<file path="src/fwmm_pkg.sv">
// ----------------------------------------------------------------------------
// fwmm_pkg
// Shared types and constants for the queue with running minimum and maximum.
// ----------------------------------------------------------------------------
`default_nettype none

package fwmm_pkg;

    localparam int VAL_W       = 31;
    localparam int DEF_DEPTH   = 16;
    localparam int ERR_W       = 2;

    localparam logic ACT_PUSH = 1'b0;
    localparam logic ACT_POP  = 1'b1;

    localparam logic [ERR_W-1:0] ERR_OK    = 2'd0;
    localparam logic [ERR_W-1:0] ERR_EMPTY = 2'd1;
    localparam logic [ERR_W-1:0] ERR_FULL  = 2'd2;

    typedef logic [VAL_W-1:0] fwmm_val_t;

    typedef struct packed {
        logic      shift;
        logic      load;
        fwmm_val_t value;
    } fwmm_op_t;

    typedef struct packed {
        logic      has;
        fwmm_val_t lo;
        fwmm_val_t hi;
    } fwmm_red_t;

endpackage

`default_nettype wire

</file>
<file path="src/fwmm_cell.sv">
// ----------------------------------------------------------------------------
// fwmm_cell
// One queue slot: holds an entry, shifts toward the head on a pop, loads on a
// push at its own position, and folds its entry into the passing min/max wave.
// ----------------------------------------------------------------------------
`default_nettype none

module fwmm_cell
    import fwmm_pkg::*;
#(
    parameter int CNT_W = 5,
    parameter int IDX   = 0
) (
    input  wire logic             aclk,
    input  wire fwmm_op_t         op,
    input  wire logic [CNT_W-1:0] count,
    input  wire fwmm_val_t        shift_in,
    input  wire fwmm_red_t        red_in,
    output fwmm_val_t             entry,
    output fwmm_red_t             red_out
);

    fwmm_val_t entry_reg;
    fwmm_red_t red_reg;
    fwmm_red_t red_next;
    logic      occupied;

    assign occupied = CNT_W'(IDX) < count;

    always_comb begin
        red_next = red_in;
        if (occupied) begin
            if (!red_in.has) begin
                red_next.has = 1'b1;
                red_next.lo  = entry_reg;
                red_next.hi  = entry_reg;
            end else begin
                if (entry_reg < red_in.lo) begin
                    red_next.lo = entry_reg;
                end
                if (entry_reg > red_in.hi) begin
                    red_next.hi = entry_reg;
                end
            end
        end
    end

    always_ff @(posedge aclk) begin
        if (op.shift) begin
            entry_reg <= shift_in;
        end else if (op.load && (CNT_W'(IDX) == count)) begin
            entry_reg <= op.value;
        end
        red_reg <= red_next;
    end

    assign entry   = entry_reg;
    assign red_out = red_reg;

endmodule

`default_nettype wire

</file>
<file path="src/fifo_with_min_max.sv">
// ----------------------------------------------------------------------------
// fifo_with_min_max
// Queue of order numbers that reports popped value, count, minimum, maximum and
// error per beat.
// An input beat is taken in IDLE; the min/max wave then passes one cell per cycle
// along the chain of queue cells in SWEEP, and DONE registers the result beat. No
// new input beat is taken until the result of the last one has been registered.
// A result waiting on the output does not block the next input beat, but that
// beat's result holds the input off until the waiting one has been taken.
// Reset (aresetn low, synchronous) empties the queue and clears the handshake.
// ----------------------------------------------------------------------------
`default_nettype none

module fifo_with_min_max
    import fwmm_pkg::*;
#(
    parameter int QUEUE_DEPTH = DEF_DEPTH,
    parameter int CNT_W       = $clog2(QUEUE_DEPTH + 1),
    parameter int OUT_W       = ((3 * VAL_W + CNT_W + ERR_W + 7) / 8) * 8
) (
    input  wire logic             aclk,
    input  wire logic             aresetn,
    input  wire logic             s_tvalid,
    output logic                  s_tready,
    input  wire logic [31:0]      s_tdata,   // order_value
    input  wire logic             s_tuser,   // action
    output logic                  m_tvalid,
    input  wire logic             m_tready,
    output logic [OUT_W-1:0]      m_tdata,   // popped_value, smallest, largest,
                                             // entry_count, error
    output logic                  m_tuser    // popped_valid
);

    localparam int SW_W  = (QUEUE_DEPTH > 1) ? $clog2(QUEUE_DEPTH) : 1;
    localparam int LO_B  = VAL_W;
    localparam int HI_B  = 2 * VAL_W;
    localparam int CNT_B = 3 * VAL_W;
    localparam int ERR_B = 3 * VAL_W + CNT_W;

    typedef enum logic [1:0] {
        IDLE,
        SWEEP,
        DONE
    } state_t;

    state_t               state_reg,  state_next;
    logic [SW_W-1:0]      sweep_reg,  sweep_next;
    logic [CNT_W-1:0]     count_reg,  count_next;
    fwmm_val_t            popped_reg, popped_next;
    logic                 pvalid_reg, pvalid_next;
    logic [ERR_W-1:0]     err_reg,    err_next;
    logic                 m_tvalid_reg, m_tvalid_next;
    logic [OUT_W-1:0]     m_tdata_reg,  m_tdata_next;
    logic                 m_tuser_reg,  m_tuser_next;

    fwmm_op_t             op;
    fwmm_val_t            entry_w [QUEUE_DEPTH];
    fwmm_red_t            red_w   [QUEUE_DEPTH];
    logic                 accept;
    logic                 is_pop;
    logic                 full;
    logic                 empty;
    logic                 out_free;
    fwmm_red_t            result;

    assign s_tready = aresetn && (state_reg == IDLE);
    assign accept   = s_tvalid && s_tready;
    assign is_pop   = (s_tuser == ACT_POP);
    assign full     = (count_reg == CNT_W'(QUEUE_DEPTH));
    assign empty    = (count_reg == '0);
    assign out_free = !m_tvalid_reg || m_tready;
    assign result   = red_w[QUEUE_DEPTH-1];

    assign op.shift = accept && is_pop && !empty;
    assign op.load  = accept && !is_pop && !full;
    assign op.value = s_tdata[VAL_W-1:0];

    for (genvar k = 0; k < QUEUE_DEPTH; k++) begin : g_cell
        fwmm_val_t shift_in;
        fwmm_red_t red_in;

        if (k == QUEUE_DEPTH - 1) begin : g_tail
            assign shift_in = entry_w[k];
        end else begin : g_body
            assign shift_in = entry_w[k+1];
        end

        if (k == 0) begin : g_head
            assign red_in = '0;
        end else begin : g_link
            assign red_in = red_w[k-1];
        end

        fwmm_cell #(
            .CNT_W (CNT_W),
            .IDX   (k)
        ) u_cell (
            .aclk     (aclk),
            .op       (op),
            .count    (count_reg),
            .shift_in (shift_in),
            .red_in   (red_in),
            .entry    (entry_w[k]),
            .red_out  (red_w[k])
        );
    end

    always_comb begin
        state_next    = state_reg;
        sweep_next    = sweep_reg;
        count_next    = count_reg;
        popped_next   = popped_reg;
        pvalid_next   = pvalid_reg;
        err_next      = err_reg;
        m_tvalid_next = m_tvalid_reg;
        m_tdata_next  = m_tdata_reg;
        m_tuser_next  = m_tuser_reg;

        if (m_tvalid_reg && m_tready) begin
            m_tvalid_next = 1'b0;
        end

        unique case (state_reg)
            IDLE: begin
                if (accept) begin
                    popped_next = '0;
                    pvalid_next = 1'b0;
                    err_next    = ERR_OK;
                    if (is_pop) begin
                        if (empty) begin
                            err_next = ERR_EMPTY;
                        end else begin
                            popped_next = entry_w[0];
                            pvalid_next = 1'b1;
                            count_next  = count_reg - 1'b1;
                        end
                    end else begin
                        if (full) begin
                            err_next = ERR_FULL;
                        end else begin
                            count_next = count_reg + 1'b1;
                        end
                    end
                    sweep_next = '0;
                    state_next = SWEEP;
                end
            end
            SWEEP: begin
                sweep_next = sweep_reg + 1'b1;
                if (sweep_reg == SW_W'(QUEUE_DEPTH - 1)) begin
                    state_next = DONE;
                end
            end
            DONE: begin
                if (out_free) begin
                    m_tdata_next                    = '0;
                    m_tdata_next[VAL_W-1:0]         = popped_reg;
                    m_tdata_next[LO_B +: VAL_W]     = result.has ? result.lo : '0;
                    m_tdata_next[HI_B +: VAL_W]     = result.has ? result.hi : '0;
                    m_tdata_next[CNT_B +: CNT_W]    = count_reg;
                    m_tdata_next[ERR_B +: ERR_W]    = err_reg;
                    m_tuser_next                    = pvalid_reg;
                    m_tvalid_next                   = 1'b1;
                    state_next                      = IDLE;
                end
            end
            default: begin
                state_next = IDLE;
            end
        endcase
    end

    always_ff @(posedge aclk) begin
        if (!aresetn) begin
            state_reg    <= IDLE;
            sweep_reg    <= '0;
            count_reg    <= '0;
            m_tvalid_reg <= 1'b0;
        end else begin
            state_reg    <= state_next;
            sweep_reg    <= sweep_next;
            count_reg    <= count_next;
            m_tvalid_reg <= m_tvalid_next;
        end
        popped_reg  <= popped_next;
        pvalid_reg  <= pvalid_next;
        err_reg     <= err_next;
        m_tdata_reg <= m_tdata_next;
        m_tuser_reg <= m_tuser_next;
    end

    assign m_tvalid = m_tvalid_reg;
    assign m_tdata  = m_tdata_reg;
    assign m_tuser  = m_tuser_reg;

    a_count_bound: assert property (@(posedge aclk) disable iff (!aresetn)
        count_reg <= CNT_W'(QUEUE_DEPTH))
        else $error("entry count above queue depth");

    a_pop_empty: assert property (@(posedge aclk) disable iff (!aresetn)
        accept && is_pop && empty |=> err_reg == ERR_EMPTY && count_reg == '0)
        else $error("pop on empty queue not flagged");

    a_push_count: assert property (@(posedge aclk) disable iff (!aresetn)
        accept && !is_pop && !full |=> count_reg == $past(count_reg) + 1'b1)
        else $error("push did not advance the count");

    a_one_at_a_time: assert property (@(posedge aclk) disable iff (!aresetn)
        accept |=> !s_tready)
        else $error("second beat taken during a sweep");

endmodule

`default_nettype wire

</file>
<file path="config.mk">
export PLATFORM = sky130hd
export DESIGN_NAME = fifo_with_min_max
export DESIGN_NICKNAME = d
export VERILOG_FILES = /design/src/fwmm_pkg.sv /design/src/fwmm_cell.sv /design/src/fifo_with_min_max.sv
export SDC_FILE = /design/constraint.sdc
export NUM_CORES = 2
export LEC_CHECK = 0
export ABC_CLOCK_PERIOD_IN_PS = 19100
export BUFFER_PORTS_ARGS = -buffer_cell sky130_fd_sc_hd__buf_2
export CAP_MARGIN = 5
export CORE_AREA = 5 5 396 359
export CTS_CLUSTER_SIZE = 8
export DETAILED_ROUTE_END_ITERATION = 10
export DIE_AREA = 0 0 401 364
export HOLD_SLACK_MARGIN = 0.06
export PLACE_DENSITY = 0.82
export SYNTH_ARGS = -nofsm -noshare
export SYNTH_HDL_FRONTEND = slang
export SYNTH_HIERARCHICAL = 1
export SYNTH_SLANG_ARGS = --single-unit
</file>
<file path="constraint.sdc">
create_clock -name aclk -period 19.1 [get_ports aclk]
set_input_delay 3.82 -clock aclk [delete_from_list [all_inputs] [get_ports aclk]]
set_output_delay 3.82 -clock aclk [all_outputs]
set_load 0.02 [all_outputs]
</file>
## Word level (Yosys, flattened, before mapping)

Cells that the tools add are included.

- Add/subtract/negate cells: 3
- Order comparisons: 46
- Eq/ne operators: 24
- Mux-type cells: 107
- Bitwise logic cells: 2
- Reduce and logical (&&, ||, !) cells: 53

Operators with widths:

| operator | number |
|---|---|
| $mux W31 | 60 |
| $mux W62 | 30 |
| $gt A31 B31 Y1 | 15 |
| $lt A31 B31 Y1 | 15 |
| $mux W63 | 1 |
| $eq A4 B5 Y1 const A | 8 |
| $lt A4 B5 Y1 const A | 8 |
| $reduce_bool A2 Y1 | 16 |
| $logic_and A1 B1 Y1 | 23 |
| $eq A3 B5 Y1 const A | 4 |
| $lt A3 B5 Y1 const A | 4 |
| $mux W5 | 3 |
| $eq A2 B5 Y1 const A | 2 |
| $lt A1 B5 Y1 const A | 2 |
| $lt A2 B5 Y1 const A | 2 |
| $mux W2 | 5 |
| $ne A2 B2 Y1 const B | 5 |
| $pmux W4 S2 | 1 |
| $reduce_and A2 Y1 | 4 |
| $pmux W2 S3 | 1 |
| $add A5 B1 Y5 const B | 1 |
| $eq A1 B5 Y1 const A | 1 |
| $eq A5 B5 Y1 const B | 1 |
| $logic_not A5 Y1 | 1 |
| other kinds (14) | 22 |

- Register bits: 1620
- Input bits: 37
- Output and inout bits: 107
- Logic and storage cells: 308

## Longest topological paths before layout

- Word-level depth: 8
- Mapped depth: 10
- Gate-level depth less buffers: 8

## Modules after synthesis

Netlist, hierarchy kept.

By module, submodules not included:

| module | times used | cells an instance | area each (sq um) | seq. area each (sq um) |
|---|---|---|---|---|
| fwmm_cell (g_cell[13].u_cell) | 1 | 617 | 6094.6 | 2192.1 |
| fwmm_cell (g_cell[11].u_cell) | 1 | 616 | 6093.3 | 2192.1 |
| fwmm_cell (g_cell[7].u_cell) | 1 | 616 | 6029.5 | 2192.1 |
| fifo_with_min_max | 1 | 326 | 5452.7 | 4294.1 |
| fwmm_cell (g_cell[0].u_cell) | 1 | 423 | 5087.4 | 2192.1 |
| fwmm_cell (g_cell[1].u_cell) | 1 | 420 | 5058.6 | 2192.1 |
| fwmm_cell (g_cell[5].u_cell) | 1 | 421 | 5058.6 | 2192.1 |
| fwmm_cell (g_cell[12].u_cell) | 1 | 421 | 5044.8 | 2192.1 |
| fwmm_cell (g_cell[2].u_cell) | 1 | 421 | 5042.3 | 2192.1 |
| fwmm_cell (g_cell[14].u_cell) | 1 | 420 | 5038.6 | 2192.1 |
| fwmm_cell (g_cell[15].u_cell) | 1 | 420 | 5037.3 | 2192.1 |
| fwmm_cell (g_cell[9].u_cell) | 1 | 426 | 5034.8 | 2192.1 |
| fwmm_cell (g_cell[10].u_cell) | 1 | 427 | 5029.8 | 2192.1 |
| fwmm_cell (g_cell[8].u_cell) | 1 | 429 | 5029.8 | 2192.1 |
| 3 more rows | -- | -- | -- | -- |

## Worst setup path after synthesis

No wires, ideal clock.

- Path type: input port to flip-flop
- Start point: input m_tready
- End point: register m_tdata_reg[0], in the netlist m_tdata[0], enable pin
- Setup time: 0.574 ns
- Arrival time: 8.415 ns
- Setup slack: 10.112 ns
- Stages on the path: 2
- Path buffers: 0
- Path through: nand2b_1 -> nor2b_1

- Word-level cells in the longest chain between the ends: 2

RTL lines:

| item | RTL line | source |
|---|---|---|
| start: declaration | fifo_with_min_max.sv:28 | `input wire logic m_tready,` |
| $logic_or A1 B1 Y1 | fifo_with_min_max.sv:71 | `assign out_free = !m_tvalid_reg \|\| m_tready;` |
| $reduce_and A2 Y1 (no line) | -- |  |
| end signal: assignment | fifo_with_min_max.sv:188 | `m_tdata_reg <= m_tdata_next;` |
| end: declaration | fifo_with_min_max.sv:53 | `logic [OUT_W-1:0] m_tdata_reg, m_tdata_next;` |

Every way passes these cells.
A chain may end at the register's enable or synchronous reset.

==> flow_summary.ini <==
[hold_path]
min_path_cells = 0
holdPathEnd = m_tdata[98]$_DFFE_PP_
min_path_type = flip-flop to flip-flop
hp-start = err_reg[0]$_DFFE_PP_

[logic_synthesis]
synth_common_cells = dfxtp_1 (1020), inv_1 (1005), ha_1 (980), mux2_2 (901), edfxtp_1 (631)
syn_inst = 7678
yosysSeqAreaShare_pct = 44.4
ys_async_sr_fraction_pct = 0
avgSynthCellArea_um2 = 11.6
yosysTopAreaCellShare_pct = 23.0
synth_edf_count = 631
synth_top_area_cell = dfxtp_1
synth_most_common_cell = dfxtp_1
synthDistinctLibCells = 109
ys.flop_type = dfxtp_1
yosysWarnings = 6
synth_area_leaders = dfxtp_1 (23%), edfxtp_1 (21%), ha_1 (14%), mux2_2 (11%), mux2_4 (5.6%)
synth_area_um2 = 88800
ys_seq_elements = 1651

[die]
fp-row-count = 129
coreArea_um2 = 137000
num_io_pins = 144
die_area_um2 = 146000
die_h_um = 364
die_w_um = 401
initial_core_util_pct = 64.8

[sta]
setup_slack_ns = 10.55
slew_viol_final = 0
tns_ns = 0
grt_setup_unrepaired = no
fmax_mhz = 117
slew_headroom_pct = 13.9
hold_slack_ns = 0.385
final-hold-violation-count = 0
finalCritPeriodShare_pct = 44.8
post-route-min-period_ns = 8.55
fin_skew_ns = 0.0555
worstMarginPinSlew_ns = 1.29
setup_violations = 0

[clock_tree]
clkSlewWorstSetupHoldPaths_ns = 0.05
cts_tree = yes
cts.sinks = 1651
clk_latency_ns = 0.87
cts_setup_buffers = 0
h-tree-depth = 4
cts_root_buffer = clkbuf_16
cts.path.max_buffers = 3
hold_buffers = 0
cts-resized-gates = 0
numCtsBuffers = 224

[grt]
grt_pass1_vias = 62727
grt_pass1_wl_um = 364000
grt_usage_pct = 31.7
grt_start_max_net_pins = 174
grt-ovfl-total = 0
grt_antenna_before_repair = 14

[placed_design]
post-place-ws_ns = 9.85
dp_hpwl_um = 168000
portBuffers = 138
finalWeightedCongestion = 0.932

[routing]
routed_wl_um = 239000
drc = 0
via_count = 62115
wl_per_cell_um = 23.9
ant_nets = 0
via_per_inst = 6.21
drt_pre_antenna_iters = 6
drtIter0Drc = 5647

[worst_setup_path]
criticalPathCategory = input pin to flip-flop
reg2reg_slack_ns = 13.31
endpoint_kind = flip-flop
r2r_start = state_reg[0]$_SDFFE_PN0P_
crit_arrival_ns = 9.02
start_kind = input pin
rr_endpoint = g_cell[6].u_cell/entry[11]$_DFFE_PP_
required_ns = 19.57
crit_fanout = 173
reg2reg_depth = 9

[layout]
area_growth_pct = 10.2
nets = 8979
largest_register_ff_count = 1008
layout-drive-gt1-share_pct = 22.1

[status]
status = finished clean

[job]
maxCapViolations = 0

[pwr]
cellLeakagePower_nw = 42.7
p_per_area_nw_per_um2 = 147
max-vdd-ir-drop_uv = 110
-- routing by layer --
layer	global-route usage (%)	routed length (um)	part of all wire (%)	vias to the layer above
met2	54.5	117000	49	2705
li1	-	-	-	28386
met5	0	17	0.0071	-
met3	7.59	19500	8.2	721
met4	16.1	12300	5.1	2
met1	37.3	90700	38	30301
-- kinds of logic after synthesis --
logic type / after synthesis / synth area share [%]
DFF: 1651 / 44.4
muxes: 1400 / 19.2
buffers and inverters: 1291 / 6.47
and+or+nand+nor: 1264 / 7.90
AOI/OAI and AO/OA: 1087 / 8.24
adders and majority gates: 981 / 13.8
xor gates and xnor gates: 3 / 0.0296
other: 1 / 0.00423
-- cells in the final DEF, fill, tap and decap left out, drive strengths merged, types with 23 or more instances in the layout --
master and count:
inv 1006, buf 211, nor3b 62, nor2 191, a311oi 63, nor4 35, nand2 244, clkbuf 404
nor3 35, o21ai 195, nand2b 47, nand3 165, and2 103, a211oi 66, o211ai 26, a21oi 378
nand3b 49, o2111ai 93, conb 133, edfxtp 631, nand4 259, ha 980, a31oi 63, mux2 1397
a221oi 24, a21o 51, nor2b 23, dfxtp 1020
-- metrics by stage --
step / cells / cell area [um2] / total power, mW / util [%]
detailed placement: 9568 / 91000 / 10.4 / 66.4
CTS: 9987 / 97800 / 14.3 / 71.3
floorplan: 7810 / 89300 / 8.95 / -
global placement: 9568 / 91000 / 10.1 / 66.4
finish: 10003 / 97800 / 14.4 / 71.4
global route: 9995 / 97800 / 15.1 / 71.4
-- area by class of cell --
type	count	area, um2
antenna	15	37.5
clock inverter	15	440
clock buffer	404	6300
fill	9065	39200
multi-input combinational	4868	44300
inverter	1005	3770
timing repair buffer	211	1270
tap	1834	2290
sequential	1651	39400
-- report_power, final --
part,internal (mW),switching [mW]
Clock,2.22,1.56
Combinational,2.28,2.58
Sequential,4.81,0.913
-- worst max-delay path, cell delays in order --
cell	delay (ns)
buf_2	0.21
nand4bb_1	0.42
nor3_2	0.27
buf_4	0.78
buf_4	0.80
buf_12	0.74
buf_4	0.97
inv_1	0.19
o31ai_4	0.10
buf_4	0.46
-- worst max-delay path by stage --
stage                     slack [ns]  cells after the start  startpoint                                    to
after global placement          9.99                     10     aresetn  g_cell[6].u_cell/entry[12]$_DFFE_PP_
after floorplan                10.11                      2    m_tready                  m_tdata[0]$_DFFE_PP_
after detailed placement        9.85                     10     aresetn  g_cell[6].u_cell/entry[10]$_DFFE_PP_
final                          10.55                     10     aresetn  g_cell[6].u_cell/entry[11]$_DFFE_PP_
after global routing           10.30                     10     aresetn  g_cell[6].u_cell/entry[11]$_DFFE_PP_
after CTS                      10.67                     10     aresetn   g_cell[6].u_cell/entry[9]$_DFFE_PP_
(Power assumes the default switching activity.)
